[config.mk]
export PLATFORM = sky130hd
export DESIGN_NAME = ascending_value_sorter_core
export DESIGN_NICKNAME = d
export VERILOG_FILES = /design/src/rtl/avs_pkg.sv /design/src/rtl/avs_cell.sv /design/src/rtl/ascending_value_sorter_core.sv
export SDC_FILE = /design/constraint.sdc
export NUM_CORES = 2
export LEC_CHECK = 0
export BUFFER_PORTS_ARGS = -buffer_cell sky130_fd_sc_hd__buf_2
export CAP_MARGIN = 0
export CORE_ASPECT_RATIO = 1.4
export CORE_MARGIN = 8
export CORE_UTILIZATION = 55
export CTS_CLUSTER_SIZE = 24
export DETAILED_ROUTE_END_ITERATION = 8
export PLACE_DENSITY = 0.71
export SLEW_MARGIN = 20
export SYNTH_ARGS = -nofsm -noshare
export SYNTH_HDL_FRONTEND = slang
export SYNTH_SLANG_ARGS = --single-unit
[constraint.sdc]
create_clock -name clk_i -period 7.5 [get_ports clk_i]
set_input_delay 1.5 -clock clk_i [delete_from_list [all_inputs] [get_ports clk_i]]
set_output_delay 1.5 -clock clk_i [all_outputs]
set_load 0.01 [all_outputs]
[src/rtl/avs_pkg.sv]
// shared types and constants for the ascending value sorter
// used by avs_cell and ascending_value_sorter_core, no dependencies
package avs_pkg;

  localparam int unsigned DataW = 32;

  // what one cell shows its neighbors
  typedef struct packed {
    logic             valid;
    logic [DataW-1:0] value;
    logic             gt;     // held value ranks above the incoming one
  } avs_link_t;

  typedef enum logic [1:0] {
    ST_FILL  = 2'b01,
    ST_DRAIN = 2'b10
  } avs_state_e;

endpackage

[src/rtl/avs_cell.sv]
// one cell of the insertion chain: holds one value, shifts right on insert
// and left on pop; depends on avs_pkg
module avs_cell
  import avs_pkg::*;
(
  input  logic             clk_i,
  input  logic             rst_ni,
  input  logic             insert_i,
  input  logic             pop_i,
  input  logic [DataW-1:0] x_i,
  input  avs_link_t        left_i,
  input  avs_link_t        right_i,
  output avs_link_t        link_o
);

  logic             valid_q, valid_d;
  logic [DataW-1:0] value_q, value_d;
  logic             gt;

  // an empty cell ranks above everything
  assign gt = !valid_q || ($signed(value_q) > $signed(x_i));

  always_comb begin
    valid_d = valid_q;
    value_d = value_q;
    if (insert_i && gt) begin
      valid_d = left_i.gt ? left_i.valid : 1'b1;
      value_d = left_i.gt ? left_i.value : x_i;
    end else if (pop_i) begin
      valid_d = right_i.valid;
      value_d = right_i.value;
    end
  end

  always_ff @(posedge clk_i or negedge rst_ni) begin
    if (!rst_ni) begin
      valid_q <= 1'b0;
    end else begin
      valid_q <= valid_d;
    end
  end

  always_ff @(posedge clk_i) begin
    value_q <= value_d;
  end

  assign link_o.valid = valid_q;
  assign link_o.value = value_q;
  assign link_o.gt    = gt;

endmodule

[src/rtl/ascending_value_sorter_core.sv]
// Sorts a batch of signed 32-bit values, lowest first. Each accepted value is
// inserted into a row of MAX_ITEMS cells, so a batch loads at one item per
// cycle. The batch closes on tlast or when the row is full; the row then
// shifts out one result per cycle toward the output while m_axis_tready is
// high, tlast on the largest, and no input is taken until the final result
// is delivered. Depends on avs_pkg and avs_cell.
module ascending_value_sorter_core
  import avs_pkg::*;
#(
  parameter int unsigned MAX_ITEMS = 32
) (
  input  logic             clk_i,
  input  logic             rst_ni,
  input  logic             s_axis_tvalid,
  output logic             s_axis_tready,
  input  logic [DataW-1:0] s_axis_tdata,   // [31:0] value
  input  logic             s_axis_tlast,   // last_item
  output logic             m_axis_tvalid,
  input  logic             m_axis_tready,
  output logic [DataW-1:0] m_axis_tdata,   // [31:0] sorted_value
  output logic             m_axis_tlast    // last_result
);

  localparam int unsigned CntW = $clog2(MAX_ITEMS + 1);

  avs_state_e      state_q, state_d;
  logic [CntW-1:0] count_q, count_d;
  logic            in_req, out_req, closes;
  avs_link_t       link [MAX_ITEMS];
  avs_link_t       edge_l, edge_r;

  assign s_axis_tready = (state_q == ST_FILL);
  assign m_axis_tvalid = (state_q == ST_DRAIN);
  assign in_req  = s_axis_tvalid && s_axis_tready;
  assign out_req = m_axis_tvalid && m_axis_tready;
  assign closes  = s_axis_tlast || (count_q == CntW'(MAX_ITEMS - 1));

  // the head cell always takes the new value when an insert moves it
  assign edge_l = '{valid: 1'b0, value: '0, gt: 1'b0};
  assign edge_r = '{valid: 1'b0, value: '0, gt: 1'b0};

  for (genvar i = 0; i < MAX_ITEMS; i++) begin : g_cell
    avs_cell u_cell (
      .clk_i   (clk_i),
      .rst_ni  (rst_ni),
      .insert_i(in_req),
      .pop_i   (out_req),
      .x_i     (s_axis_tdata),
      .left_i  ((i == 0) ? edge_l : link[(i == 0) ? 0 : i - 1]),
      .right_i ((i == MAX_ITEMS - 1) ? edge_r : link[(i == MAX_ITEMS - 1) ? i : i + 1]),
      .link_o  (link[i])
    );
  end

  assign m_axis_tdata = link[0].value;
  assign m_axis_tlast = (count_q == CntW'(1));

  // count_q holds the items loaded while filling and the items left while draining
  always_comb begin
    state_d = state_q;
    count_d = count_q;
    case (state_q)
      ST_FILL: begin
        if (in_req) begin
          count_d = count_q + CntW'(1);
          if (closes) state_d = ST_DRAIN;
        end
      end
      ST_DRAIN: begin
        if (out_req) begin
          count_d = count_q - CntW'(1);
          if (count_q == CntW'(1)) state_d = ST_FILL;
        end
      end
      default: begin
        state_d = ST_FILL;
        count_d = '0;
      end
    endcase
  end

  always_ff @(posedge clk_i or negedge rst_ni) begin
    if (!rst_ni) begin
      state_q <= ST_FILL;
      count_q <= '0;
    end else begin
      state_q <= state_d;
      count_q <= count_d;
    end
  end

  a_head_valid : assert property (@(posedge clk_i) disable iff (!rst_ni)
    m_axis_tvalid |-> link[0].valid)
    else $error("result offered from an empty head cell");

  a_count_match : assert property (@(posedge clk_i) disable iff (!rst_ni)
    m_axis_tvalid |-> ($countones({link[1].valid, link[0].valid}) == 2) || m_axis_tlast)
    else $error("last flag out of step with cell contents");

  a_close_drain : assert property (@(posedge clk_i) disable iff (!rst_ni)
    (in_req && closes) |=> m_axis_tvalid && !s_axis_tready)
    else $error("closed batch did not start unloading");

  a_empty_after : assert property (@(posedge clk_i) disable iff (!rst_ni)
    (out_req && m_axis_tlast) |=> !link[0].valid && s_axis_tready)
    else $error("cells not empty after final result");

endmodule
-- After elaboration in Yosys (flattened, before gate mapping)
Cells that the tools add are included.
- bits in registers: 1064
- input port bits: 37
- output and inout port bits: 35
- logic and storage cells: 439
- add/sub/neg operators: 2
- magnitude comparators: 32
- equal/unequal tests: 8
- multiplexer cells: 198
- reduce and logical (&&, ||, !) cells: 133
- operator list (cell ; number):
    2-to-1 mux 32 bit ; 95
    > comparator 32 bit ; 32
    2-to-1 mux 1 bit ; 95
    nonzero test 2 bit ; 32
    logical AND 1 bit ; 34
    logical OR 1 bit ; 33
    zero test 1 bit ; 32
    2-to-1 mux 6 bit ; 2
    case mux 6 bit (2 select lines) ; 1
    2-to-1 mux 2 bit ; 4
    inequality test 2 x 1 -> 1 bit, second input constant ; 4
    adder 6 x 1 -> 6 bit, second input constant ; 1
    equality test 6 x 1 -> 1 bit, second input constant ; 1
    equality test 6 x 5 -> 1 bit, second input constant ; 1
    subtractor 6 x 1 -> 6 bit, second input constant ; 1
    case mux 2 bit (2 select lines) ; 1
    AND reduction 4 bit ; 1
    equality test 2 x 1 -> 1 bit, second input constant ; 1
    equality test 2 bit, second input constant ; 1
    AND reduction 2 bit ; 1

-- Logic depth before layout (Yosys ltp)
- depth after elaboration: 5
- mapped depth: 15
- mapped depth without buffers: 11

-- Cells and area by module
A second synthesis with hierarchy kept.
- cells, all modules: 8688
- area total of the unflattened synthesis: 87928.1 um^2
- modules (own cells, without submodules) (module ; instances ; cells each ; area an instance (um^2) ; sequential area each (um^2)):
    avs_cell ; 32 ; 269 ; 2725.1 ; 985.9
    ascending_value_sorter_core ; 1 ; 80 ; 724.4 ; 201.4

-- Least setup slack after synthesis
Ideal clock, no wire load.
- path type: input -> register
- start point: input s_axis_tdata[1]
- end point: register g_cell[23].u_cell.value_q[0] (enable)
- library setup time: 0.466 ns
- arrival time: 6.742 ns
- data required time: 7.034 ns
- slack: 0.292 ns
- cell stages on the path: 12
- path buffers: 3
- path through: clkbuf_1 inv_1 ha_1 nor2b_1 o211ai_1 a21oi_1 o311a_1 or4_1 and3_1 clkbuf_1 buf_2 o21ai_0
- longest elaborated chain between the ends: 4
- ends and longest elaborated chain (element ; line ; RTL):
    start: declaration ; ascending_value_sorter_core.sv:16 ; input logic [DataW-1:0] s_axis_tdata,
    > comparator 32 bit ; avs_cell.sv:21 ; assign gt = !valid_q || ($signed(value_q) > $signed(x_i));
    logical OR 1 bit ; avs_cell.sv:21 ;
    logical AND 1 bit ; avs_cell.sv:26 ; if (insert_i && gt) begin
    nonzero test 2 bit (no line) ; -- ;
    end signal: assignment ; avs_cell.sv:44 ; value_q <= value_d;
    end: declaration ; avs_cell.sv:17 ; logic [DataW-1:0] value_q, value_d;
No other way between the ends.
A chain may end at the register's enable or synchronous reset.

-- Final worst setup path
- start point: input s_axis_tdata[10]
- end point: register g_cell[3].u_cell.value_q[14] (enable)
- longest elaborated chain between the ends: 4
- ends and longest elaborated chain (element ; line):
    > comparator 32 bit ; avs_cell.sv:21
    logical OR 1 bit ; avs_cell.sv:21
    logical AND 1 bit ; avs_cell.sv:26
    nonzero test 2 bit (no line) ; --
    end signal: assignment ; avs_cell.sv:44
    end: declaration ; avs_cell.sv:17
No other way between the ends.

==> out/qor.yml <==
status:
  outcome: "finished, final reports clean"
synth:
  yosysTopAreaCellShare: 0.400
  ys_seq_elements: 1064
  ys_seq_area_frac: 0.413
  synthFlopType: "edfxtp_1"
  synth_edf_count: 1024
  synthCells: 7556
  synth_commonest_cells: "1193 x a21oi_1, 1029 x ha_1, 1024 x edfxtp_1, 732 x mux2i_1, 622 x nand2_1"
  synth.cell_area_mm2: 0.0769
  async_flop_share: 0.0376
  synth_top_cell_by_area: "edfxtp_1"
  yosysWarnings: 0
  syn_nets: 8622
  yosysUniqueCellTypes: 79
  post-synth-top-count-cell: "a21oi_1"
  ys_top_cells_by_area: "edfxtp_1 40%, ha_1 17%, mux2i_1 9.5%"
  avgSynthCellArea_um2: 10.2
worst_setup_path:
  cpMaxStageDelayCell: "buf_2"
  critPathLaunchType: "primary input"
  cp-endpoint: "g_cell[3].u_cell.value_q[14]"
  reg2regPathDepth: 11
  crit_path_end_kind: "register"
  required_ns: 7.89
  crit_fanout: 32
  arrival_ns: 5.91
  crit_path_max_incr_delay_ns: 0.71
  r2r_setup_slack_ns: 3.15
  reg2reg_to: "g_cell[29].u_cell.value_q[13]"
  path_common_cell: "buf_4"
  r2r-start: "g_cell[29].u_cell.value_q[31]"
  critPathKind: "primary input to register"
  crit_path_cell_trace: "buf_2 -> inv_2 -> buf_4 -> ha_1 -> nand4_1 -> inv_1 -> a221oi_1 -> o211ai_1 -> a221oi_1 -> mux2i_1 -> a211oi_4 -> buf_4 -> nand2b_1 -> buf_4"
  critPathLaunch: "s_axis_tdata[10]"
finish:
  syn2layout_area_growth_pct: 8.18
  drive_above_1_share: 0.100
  nFillCells: 11600
  fin_area_mm2: 0.0832
  instances_no_fill: 9368
  final_nets: 8531
clock_network:
  clock_sinks: 1064
  post_cts_resized: 0
  cts-buffers-inserted: 111
  clock_latency_ns: 0.75
  clockRootBuffer: "clkbuf_16"
  cts_hold_repair.buffers: 0
  cts_tree: "yes"
  htreeDepth: 3
  path_clk_slew_ns: 0.06
  post_cts_buffers: 0
  cts_buffer_depth: 3
drt:
  drt-wirelength-per-cell_um: 26.8
  firstDrtPassIters: 6
  drc_errors: 0
  drt_iter0_markers: 6323
  vias: 61800
  routed_wl_um: 251000
  viasPerCell: 6.60
  drtAntennaViolNets: 0
placement:
  placement.io_buffers: 71
  place_congestion: 0.974
  dp_hpwl_um: 181000
  dpl_cell_area_mm2: 0.0796
  placed_cells: 9156
sta:
  grt_setup_unrepaired: "false"
  setup_viol: 0
  worstMarginPinSlew_ns: 1.08
  finalHoldViolCount: 0
  fmax_ghz: 0.181
  finalCritPeriodShare: 0.736
  slew_viol_final: 0
  relSlewSlack: 0.278
  tns_ns: 0
  layout_min_cycle_time_ns: 5.52
  clock-skew-final_ns: 0.0297
  hold_ws_ns: 0.502
pwr:
  p_clk_frac: 0.165
  ir_worst_vdd_uv: 353
  p_seq_frac: 0.385
  comb_power_share: 0.450
  switchingPower_mw: 14.3
  switching_share: 0.420
  p_total_mw: 34.0
  p_int_mw: 19.7
  p_leak_nw: 35.3
  power.density_mw_per_mm2: 409
floorplanning:
  die_h_um: 458
  die_area_mm2: 0.152
  start_util: 0.553
  core_mm2: 0.139
  die_width_um: 332
  rows: 162
  ios: 72
global_routing:
  grt.busiest_layer: "met2"
  grt-ovfl-total: 0
  use_met3: 0.0419
  grt.total_usage: 0.318
  grt_pass1_vias: 61200
  use_met2: 0.515
  met1_usage: 0.397
  antenna_found_initial: 3
  grt_max_degree: 95
  grt_pass1_wl_um: 376000
min_path:
  holdCritPathClass: "register to register"
  min_path_cells: 2
  hold_start: "state_q[0]"
run:
  max_cap_viol_count: 0
## metal layers
layer | vias up | share of wire
li1 | 28500 | -
met1 | 29600 | 0.39
met2 | 2964 | 0.45
met3 | 755 | 0.079
met4 | 0 | 0.080
met5 | - | 0
## power by group through the flow
stage                     sequential, mW  clock, mW  combinational (mW)
after detailed placement            13.1          0                15.0
after global routing                13.3       5.86                17.0
final                               13.1       5.61                15.3
after global placement              13.0          0                14.3
after floorplan                     11.9          0                11.4
after CTS                           13.0       5.67                15.1
## per-stage QoR
stage	worst slack, ns	utilization
after floorplan	0.292	-
after global placement	1.37	0.572
after detailed placement	1.27	0.572
after CTS	2.06	0.598
after global routing	1.76	0.598
final	1.98	0.598
## cells by family after synthesis
kind of cell / synth area share
AO/OA/AOI/OAI: 0.158
adder cells (fa/ha/maj): 0.167
buffers and inverters: 0.0313
XOR/XNOR: 0.000342
flip-flops: 0.413
multiplexers: 0.129
AND/OR/NAND/NOR: 0.102
## sequential cells by signal (all words and copies together) (netlist names)
| name | flops |
|---|---|
| g_cell.u_cell.valid_q | 32 |
| state_q | 2 |
| count_q | 6 |
| g_cell.u_cell.value_q | 1024 |
## layout by cell type, fill, tap and decap left out, types with 8 or more instances in the layout
| cell type | count |
|---|---|
| a2111oi_0 | 15 |
| a211o_1 | 12 |
| a211oi_1 | 38 |
| a21o_1 | 154 |
| a21oi_1 | 1191 |
| a221o_1 | 10 |
| a221oi_1 | 15 |
| a31oi_1 | 102 |
| and2_1 | 13 |
| and4_1 | 26 |
| buf_12 | 13 |
| buf_2 | 70 |
| buf_4 | 189 |
| bufinv_16 | 8 |
| clkbuf_1 | 26 |
| clkbuf_16 | 115 |
| clkbuf_8 | 8 |
| clkinv_1 | 28 |
| clkinv_2 | 17 |
| dfrtp_1 | 39 |
| edfxtp_1 | 1024 |
| ha_1 | 1029 |
| inv_1 | 89 |
| inv_2 | 31 |
| mux2_2 | 227 |
| mux2i_1 | 732 |
| nand2_1 | 618 |
| nand2b_1 | 24 |
| nand3_1 | 68 |
| nand4_1 | 200 |
| nor2_1 | 605 |
| nor2b_1 | 48 |
| nor3_1 | 36 |
| nor4_1 | 41 |
| o211ai_1 | 38 |
| o21a_1 | 15 |
| o21ai_0 | 439 |
| o21bai_1 | 14 |
| o31ai_1 | 8 |
| or3_1 | 10 |
## cell type report
cell class	count	area, um2	area share
clock buffer	149	3090	0.0371
antenna	3	7.51	0.0000903
multi-input combinational	5895	43100	0.518
clock inverter	60	497	0.00597
sequential	1064	31800	0.382
timing repair buffer	273	2060	0.0247
tap	1804	2260	0.0271
inverter	120	450	0.00542
## how the worst min path moves through the flow
| stage | to | slack, ns |
|---|---|---|
| floorplan | state_q[0] | 0.47 |
| global placement | state_q[0] | 0.49 |
| detailed placement | state_q[0] | 0.49 |
| CTS | state_q[0] | 0.50 |
| global route | state_q[0] | 0.56 |
| finish | state_q[0] | 0.50 |
## worst max-delay path, delay by kind of cell
family | cells | cell delay (ns)
buffers and inverters | 6 | 2.29
AO/OA/AOI/OAI | 4 | 1.19
adder cells (fa/ha/maj) | 1 | 0.38
AND/OR/NAND/NOR | 2 | 0.26
multiplexers | 1 | 0.24
(Power assumes the default switching activity.)
